<file path="src/rtl/core/framebuffer_pixel_unpacker_assert.svh">
// Assertion macros shared by the framebuffer pixel unpacker RTL.
// Depends on nothing; included by the top level only.
`ifndef FRAMEBUFFER_PIXEL_UNPACKER_ASSERT_SVH
`define FRAMEBUFFER_PIXEL_UNPACKER_ASSERT_SVH

// Same-cycle implication, checked outside reset.
`define FBPU_ASSERT_IMP(label, clk, rst_n, ante, cons) \
  label: assert property (@(posedge clk) disable iff (!rst_n) (ante) |-> (cons)) \
    else $error("framebuffer_pixel_unpacker: assertion failed");

// Next-cycle implication, checked outside reset.
`define FBPU_ASSERT_NXT(label, clk, rst_n, ante, cons) \
  label: assert property (@(posedge clk) disable iff (!rst_n) (ante) |=> (cons)) \
    else $error("framebuffer_pixel_unpacker: assertion failed");

`endif

</file>
<file path="src/rtl/core/fbpu_pkg.sv">
// Types and constants of the framebuffer pixel unpacker.
// Used by fbpu_emit and framebuffer_pixel_unpacker; depends on nothing.
package fbpu_pkg;

  localparam int BUF_BYTES = 2048;
  localparam int ADDR_W    = 11;

  typedef enum logic [1:0] {
    REG_HIGH_RES = 2'd0,
    REG_LARGE    = 2'd1,
    REG_COLOR    = 2'd2,
    REG_FG       = 2'd3
  } reg_idx_t;

  // Mode settings seen by the pixel emitter.
  typedef struct packed {
    logic       high_res;
    logic       color_en;
    logic [3:0] fg_color;
  } mode_t;

  // One changed byte handed to the emitter.
  typedef struct packed {
    logic              valid;
    logic [ADDR_W-1:0] offset;
    logic [7:0]        data;
  } load_t;

  // Emitter status back to the compare stage.
  typedef struct packed {
    logic busy;
    logic can_load;
  } emit_stat_t;

endpackage

</file>
<file path="src/rtl/core/fbpu_emit.sv">
// Pixel emitter: unpacks one changed byte into two or eight pixel beats.
// Depends on fbpu_pkg.
module fbpu_emit (
  input  logic                        clk,
  input  logic                        rst_n,
  input  fbpu_pkg::mode_t             mode,
  input  fbpu_pkg::load_t             ld,
  output fbpu_pkg::emit_stat_t        stat,
  output logic                        out_tvalid,
  input  logic                        out_tready,
  // From bit 0: pixel_x[6:0], pixel_y[6:0], color_index[3:0],
  // red_level[7:0], green_level[7:0], blue_level[7:0], zero pad.
  output logic [47:0]                 out_tdata,
  output logic                        out_tlast
);

  localparam logic [7:0] GREY [16] = '{
    8'd30,  8'd43,  8'd56,  8'd70,  8'd83,  8'd96,  8'd110, 8'd123,
    8'd136, 8'd150, 8'd163, 8'd176, 8'd190, 8'd203, 8'd216, 8'd230
  };

  // One colour channel of the HBGR palette; indexes 0 and 8 are both black.
  function automatic logic [7:0] hbgr_level(input logic [3:0] c, input logic b);
    logic [7:0] lvl;
    lvl = 8'd30;
    if (c[2:0] != 3'd0) begin
      lvl = 8'd30 + (b ? 8'd120 : 8'd0) + (c[3] ? 8'd80 : 8'd0);
    end
    return lvl;
  endfunction

  logic                        busy_r, busy_nxt;
  logic [2:0]                  cnt_r, cnt_nxt;
  logic [fbpu_pkg::ADDR_W-1:0] off_r;
  logic [7:0]                  data_r;
  logic                        ov_r, ov_nxt;
  logic [47:0]                 od_r;
  logic                        ol_r;

  logic       fire, is_last;
  logic [6:0] px, py;
  logic [3:0] pc;
  logic [7:0] lr, lg, lb;

  assign fire    = busy_r && (!ov_r || out_tready);
  assign is_last = mode.high_res ? (cnt_r == 3'd7) : (cnt_r == 3'd1);

  assign stat.busy     = busy_r;
  assign stat.can_load = !busy_r || (fire && is_last);

  always_comb begin
    if (mode.high_res) begin
      px = {off_r[9], off_r[3:0], 2'b00} + {5'd0, cnt_r[2], cnt_r[0]};
      py = {off_r[10], off_r[8:4], cnt_r[1]};
      pc = data_r[cnt_r] ? mode.fg_color : 4'd0;
    end else begin
      px = {1'b0, off_r[9], off_r[3:0], cnt_r[0]};
      py = {1'b0, off_r[10], off_r[8:4]};
      pc = cnt_r[0] ? data_r[7:4] : data_r[3:0];
    end
    if (mode.color_en) begin
      lr = hbgr_level(pc, pc[0]);
      lg = hbgr_level(pc, pc[1]);
      lb = hbgr_level(pc, pc[2]);
    end else begin
      lr = GREY[pc];
      lg = GREY[pc];
      lb = GREY[pc];
    end
  end

  always_comb begin
    busy_nxt = busy_r;
    cnt_nxt  = cnt_r;
    ov_nxt   = ov_r;
    if (out_tready) begin
      ov_nxt = 1'b0;
    end
    if (fire) begin
      ov_nxt  = 1'b1;
      cnt_nxt = cnt_r + 3'd1;
      if (is_last) begin
        busy_nxt = 1'b0;
      end
    end
    if (ld.valid) begin
      busy_nxt = 1'b1;
      cnt_nxt  = 3'd0;
    end
  end

  always_ff @(posedge clk) begin
    if (!rst_n) begin
      busy_r <= 1'b0;
      cnt_r  <= 3'd0;
      ov_r   <= 1'b0;
    end else begin
      busy_r <= busy_nxt;
      cnt_r  <= cnt_nxt;
      ov_r   <= ov_nxt;
    end
  end

  always_ff @(posedge clk) begin
    if (ld.valid) begin
      off_r  <= ld.offset;
      data_r <= ld.data;
    end
    if (fire) begin
      od_r <= {6'd0, lb, lg, lr, pc, py, px};
      ol_r <= is_last;
    end
  end

  assign out_tvalid = ov_r;
  assign out_tdata  = od_r;
  assign out_tlast  = ol_r;

endmodule
</file>
<file path="config.mk">
export PLATFORM = sky130hd
export DESIGN_NAME = fbpu_emit
export DESIGN_NICKNAME = d
export VERILOG_FILES = /design/src/rtl/core/framebuffer_pixel_unpacker_assert.svh /design/src/rtl/core/fbpu_pkg.sv /design/src/rtl/core/fbpu_emit.sv
export SDC_FILE = /design/constraint.sdc
export NUM_CORES = 1
export LEC_CHECK = 0
export BUFFER_PORTS_ARGS = -buffer_cell sky130_fd_sc_hd__buf_2
export CORE_MARGIN = 4
export CORE_UTILIZATION = 52
export DETAILED_ROUTE_END_ITERATION = 10
export PLACE_DENSITY = 0.9
export SLEW_MARGIN = 20
export SYNTH_ARGS = -nofsm -noshare
export SYNTH_HDL_FRONTEND = slang
export SYNTH_SLANG_ARGS = --single-unit
export TNS_END_PERCENT = 50
</file>
<file path="constraint.sdc">
create_clock -name clk -period 3.5 [get_ports clk]
set_clock_uncertainty 0.05 [all_clocks]
set_input_delay 0.525 -clock clk [delete_from_list [all_inputs] [get_ports clk]]
set_output_delay 0.525 -clock clk [all_outputs]
set_load 0.02 [all_outputs]
</file>
==> results of run 1 <==
-- sequential cells by signal, indices dropped and copies added (netlist names) --
register / count
out_tdata: 33
off_r: 11
data_r: 8
cnt_r: 3
busy_r: 1
out_tlast: 1
out_tvalid: 1
-- placed cells by master (no fill, tap or decap), types with 2 or more instances in the layout --
cell type,netlist,layout
clkbuf_8,0,9
a211o_1,2,2
buf_4,16,6
and2_2,1,2
a31oi_1,3,3
bufinv_16,0,2
edfxtp_1,53,53
nor2_1,14,14
a21boi_0,3,3
and4_1,2,2
clkinv_4,0,3
dfxtp_1,5,4
inv_1,10,10
nand2_1,9,9
buf_2,2,74
a2111oi_0,2,2
or3_1,2,2
ha_1,10,10
o21ai_0,4,4
nand4_1,2,2
nand3_1,2,2
conb_1,1,6
xor2_1,2,2
nor3_1,2,2
a21o_1,2,2
mux2i_1,7,7
and2_1,3,2
nand2b_2,3,3
xnor2_1,5,5
a21oi_1,14,13
mux2_2,12,12
-- how the worst max path moves through the flow --
stage,from,endpoint,cells after the start
after floorplan,mode[5],out_tdata[38],11
after global placement,cnt_r[0],out_tdata[38],12
after detailed placement,cnt_r[0],out_tdata[30],12
after CTS,cnt_r[0],out_tdata[30],12
after global routing,cnt_r[0],out_tdata[30],12
final,cnt_r[0],out_tdata[30],12
-- power by group through the flow --
stage | clock [mW] | sequential (mW) | combinational [mW]
after detailed placement | 0 | 0.862 | 0.326
final | 0.680 | 0.846 | 0.328
after global placement | 0 | 0.860 | 0.316
after global routing | 0.732 | 0.853 | 0.358
after floorplan | 0 | 0.900 | 0.201
after CTS | 0.695 | 0.847 | 0.327
-- what timing repair did --
action	4_1_cts	5_1_grt
gates resized for setup	0	2
endpoints found under the setup margin	0	5
hold buffers	0	0
-- metal layers --
metal / share of wire, % / up-vias / wire, µm / GRT usage [%]
li1: - / 988 / - / -
met4: 2.1 / 0 / 113 / 6.871
met3: 7.3 / 15 / 388 / 6.151
met5: 0 / - / 0 / 0
met1: 40 / 921 / 2152 / 19.25
met2: 50 / 78 / 2680 / 26.38
-- cells by family (layout without fill, tap and decap cells) --
group / Yosys count / in the layout
AND/OR/NAND/NOR: 52 / 52
adder cells (fa/ha/maj): 10 / 10
AO/OA/AOI/OAI: 48 / 48
other: 1 / 6
buffers and inverters: 38 / 108
flip-flops: 58 / 58
XOR/XNOR: 7 / 7
multiplexers: 19 / 19
-- through the flow --
stage                     instances  worst slack [ns]  cell area [µm²]
final                           380            0.3825             3548
after global routing            380           0.09506             3548
after CTS                       380           0.05138             3543
after detailed placement        364           0.05191             3317
after global placement          364            0.2960             3317
after floorplan                 238            0.6395             2978
-- worst reg2reg max path, cell delays in order, from the launching register on --
cell,delay [ns]
dfxtp_2,0.52
and2b_4,0.25
o31ai_1,0.26
nor4_1,0.08
buf_4,0.16
a21oi_2,0.25
inv_1,0.16
ha_1,0.42
nor2_1,0.09
a211oi_1,0.23
a31oi_1,0.07
a21oi_1,0.25
a21oi_1,0.08
-- cell type report --
class                   instances  area (µm²)  share of cell area, %
flip-flops and latches         58        1693                  47.71
repair buffers                 80       415.4                  11.71
well taps                      72       90.09                  2.539
multi-input cells             142        1076                  30.32
clock buffers                   9       123.9                  3.491
inverters                      12       47.55                  1.340
clock inverters                 7       102.6                  2.891
==> results.yml, run 1 <==
run_status:
  status: "finished clean"
worst_setup_path:
  ff2ff_path_depth: 12
  worstPathMaxFanout: 17
  crit_chain: "and2b_4, o31ai_1, nor4_1, buf_4, a21oi_2, inv_1, ha_1, nor2_1, a211oi_1, a31oi_1, a21oi_1, a21oi_1"
  r2r-start: "cnt_r[0]"
  start_kind: "flop"
  cp.required_ns: 3.53
  cpPeakStageDelay_ns: 0.52
  crit_arrival_ns: 3.15
  cp_slowest_cell: "dfxtp_2"
  cpMostUsedCell: "a21oi_1"
  critPathCaptureType: "flop"
  path_delay_family: "compound AO/OA/AOI/OAI gates"
  path_class: "flop to flop"
  reg2reg_slack_ns: 0.38
  cp_num_buf_inv: 2
  r2r_end: "out_tdata[30]"
clock_tree:
  path_clk_slew_ns: 0.07
  clk_path_buf_depth: 2
  post_cts_buffers: 0
  cts_tree: "done"
  clkLatencyLatePin_ns: 0.34
  htreeDepth: 3
  cts_made_buffers: 9
  numClockSinks: 58
  clockRootBuffer: "clkbuf_8"
route:
  firstDrtPassIters: 4
  drtIter0Drc: 138
  ant_nets: 0
  wl_per_cell_um: 14.04
  route.detailed.drc: 0
  via_per_inst: 5.268
  drt-total-wl_um: 5335
  num_vias: 2002
power_and_ir_drop:
  clkPwrFrac_pct: 36.7
  p_sw_share_pct: 26.85
  power_frac_seq_pct: 45.6
  power-per-cell-area_nw_per_um2: 522.4
  p_comb_share_pct: 17.7
  p_leak_nw: 1.429
  power_mw: 1.854
  p_int_mw: 1.356
  ir_drop_v: 0.0003177
  power_switching_mw: 0.4977
global_route:
  antenna_found_initial: 0
  grt_overflow: 0
  grt_max_degree: 38
  grt_first_pass_wirelength_um: 8970
  grtUsageTotal_pct: 16.21
  grt_pass1_vias: 1906
timing:
  hold_violations: 0
  tightestPinTransition_ns: 0.8168
  holdWs_ns: 0.3056
  rsz0062_at_grt: "no"
  final.min_clock_period_ns: 3.118
  finalSetupViolations: 0
  slew_headroom_pct: 45.55
  tns_ns: 0
  report.final.slew_viol_count: 0
  fmax_mhz: 320.8
  period_share_pct: 89.07
yosys:
  ys_warn_count: 0
  muxShareOfSynthArea_pct: 6.934
  synth.avg_cell_area_um2: 12.70
  syn-instance-count: 233
  yosysMostFrequentCell: "edfxtp_1"
  synth-async-reset-ratio_pct: 0
  synth-seq-cells: 58
  synthAdderAreaFrac_pct: 4.228
  yosys-top-cells-count: "53 x edfxtp_1, 16 x buf_4, 14 x a21oi_1, 14 x nor2_1, 12 x mux2_2"
  synth_edf_count: 53
  synthSimpleGateAreaFrac_pct: 9.979
  ys_seq_area_share_pct: 57.17
  yosysTopAreaCell: "edfxtp_1"
  synth.area.top_cells: "edfxtp_1 54%, mux2_2 4.6%, ha_1 4.2%"
  synth.distinct_cells: 63
  synth_compound_area_share_pct: 12.22
  synth-xor-area-share_pct: 2.072
  synth_top_family_by_area: "compound AO/OA/AOI/OAI gates"
  synth-main-ff-cell: "edfxtp_1"
  syn_area_um2: 2959
  netlist.area_leader.share_pct: 53.78
job:
  cap_violations: 0
min_path:
  hold_depth: 1
  min_from: "ld[11]"
  min_path_type: "input port to flop"
  hold_end: "off_r[3]"
die:
  die_w_um: 83.44
  io_pins: 81
  initial_core_util_pct: 53.74
  dieHeight_um: 83.44
  rows: 27
  core_um2: 5507
  dieArea_um2: 6961
placed_design:
  placement.io_buffers: 74
  globalplace.congestion: 0.8767
  hpwl_um: 3932
final_layout:
  diodes: 0
  post-route-util_pct: 64.44
  finalNetCount: 342
  fill_cells: 425
  area_growth_pct: 19.92
  drive_gt1_share_pct: 40.58
(Power assumes the default switching activity.)
==> run 2, diff against run 1 <==
CELL_PAD_IN_SITES_DETAIL_PLACEMENT = 1   (was unset)
CELL_PAD_IN_SITES_GLOBAL_PLACEMENT = 1   (was unset)
CORE_UTILIZATION = 41   (was 52)
TNS_END_PERCENT = 30   (was 50)
==> results.yml, run 2 (synthesis results as in run 1) <==
timing:
  holdWs_ns: 0.2991
  report.final.slew_viol_count: 0
  tns_ns: 0
  period_share_pct: 90.86
  fmax_mhz: 314.4
  fin_ws_ns: 0.3198
  slew_headroom_pct: 42.06
  rsz0062_at_grt: "no"
  finalSetupViolations: 0
  tightestPinTransition_ns: 0.8691
  hold_violations: 0
  final.min_clock_period_ns: 3.180
clock_tree:
  numClockSinks: 58
  cts_resized: 0
  clkLatencyLatePin_ns: 0.34
  cts_made_buffers: 9
  cts_tree: "done"
  hold_buffers: 0
  post_cts_buffers: 0
  clk_path_buf_depth: 2
  path_clk_slew_ns: 0.07
  htreeDepth: 3
  clockRootBuffer: "clkbuf_8"
final_layout:
  postLayoutCellArea_um2: 3545
  area_growth_pct: 19.79
  diodes: 0
  layout_common_cells: "74 x buf_2, 53 x edfxtp_1, 14 x nor2_1, 13 x a21oi_1, 12 x mux2_2"
  post-route-util_pct: 51.32
  finalNetCount: 342
  instances_no_fill: 404
  drive_gt1_share_pct: 39.94
  layout_commonest_cell: "buf_2"
  largest_reg_flops: 33
route:
  ant_nets: 0
  wl_met3_um: 376
  num_vias: 2064
  drtIter0Drc: 77
  wl_met1_um: 2611
  drt-total-wl_um: 6524
  route.detailed.drc: 0
  wl_per_cell_um: 16.15
  top_layer: "met4"
  met2_length_um: 3361
  firstDrtPassIters: 4
  via_per_inst: 5.109
worst_setup_path:
  worstPathMaxFanout: 14
  reg2reg_slack_ns: 0.32
  worstSetupStartpoint: "cnt_r[0]"
  start_kind: "flop"
  crit_end: "out_tdata[38]"
  r2r_end: "out_tdata[38]"
  critPathCaptureType: "flop"
  crit_arrival_ns: 3.21
  r2r-start: "cnt_r[0]"
  path_class: "flop to flop"
  ff2ff_path_depth: 11
  cp.required_ns: 3.53
job:
  cap_violations: 0
global_route:
  grt_max_degree: 38
  grt_first_pass_wirelength_um: 10520
  grt_overflow: 0
  antenna_found_initial: 0
  grt_pass1_vias: 2181
  grtUsageTotal_pct: 15.79
placed_design:
  globalplace.congestion: 0.8593
  hpwl_um: 4821
  placed_area_um2: 3347
  placement.io_buffers: 74
  post-place-ws_ns: 0.2464
  dpl.cell_count: 388
die:
  io_pins: 81
  die_w_um: 92.96
  rows: 30
  dieHeight_um: 92.96
  dieArea_um2: 8641
  initial_core_util_pct: 42.84
  core_um2: 6907
min_path:
  min_path_type: "input port to flop"
power_and_ir_drop:
  power_mw: 1.792
  p_leak_nw: 1.408
  power-per-cell-area_nw_per_um2: 505.5
  ir_drop_v: 0.0002841
run_status:
  status: "finished clean"
-- run 2: cell types whose count changed in the layout (fill, tap and decap cells not counted), sizes merged --
cell      before  now
clkinvlp       1    3
inv           12   11
bufinv         2    1
-- run 2: worst min-delay path by stage --
stage            from         end  slack [ns]  cells past startpoint
5_1_grt         ld[1]   data_r[1]        0.28                      1
4_1_cts         ld[0]   data_r[0]        0.28                      1
3_5_place_dp   busy_r  out_tvalid        0.45                      2
6_report        ld[4]   data_r[4]        0.30                      1
2_1_floorplan  busy_r  out_tvalid        0.42                      2
3_3_place_gp   busy_r  out_tvalid        0.43                      2
-- run 2: worst max-delay path, stage by stage, from the launching register on --
cell	delay, ns
dfxtp_1	0.62
nand2_1	0.15
and4b_1	0.26
nor4_1	0.47
a21oi_2	0.19
inv_1	0.20
ha_1	0.30
nor2_1	0.10
a211oi_1	0.24
a31oi_1	0.06
a21oi_1	0.21
a21oi_1	0.07
-- run 2: report_power, final --
group	total [mW]	internal (mW)	switching (mW)	leakage [nW]
registers	0.849	0.825	0.0233	0.550
logic	0.335	0.124	0.211	0.770
clock network	0.608	0.325	0.283	0.0889
total	1.79	1.27	0.517	1.41
-- run 2: final cells by class --
class / count / area, µm²
Tap cell: 96 / 120.1
Fill cell: 777 / 3362
Inverter: 12 / 47.55
Clock buffer: 9 / 123.9
Timing Repair Buffer: 80 / 415.4
Clock inverter: 7 / 70.07
Multi-Input combinational cell: 142 / 1076
Sequential cell: 58 / 1692
-- run 2: routing by layer --
metal  up-vias  track usage, %
met5         -               0
met4         0           8.181
met3        18           4.468
met2        68           27.53
met1       992           17.39
li1        986               -
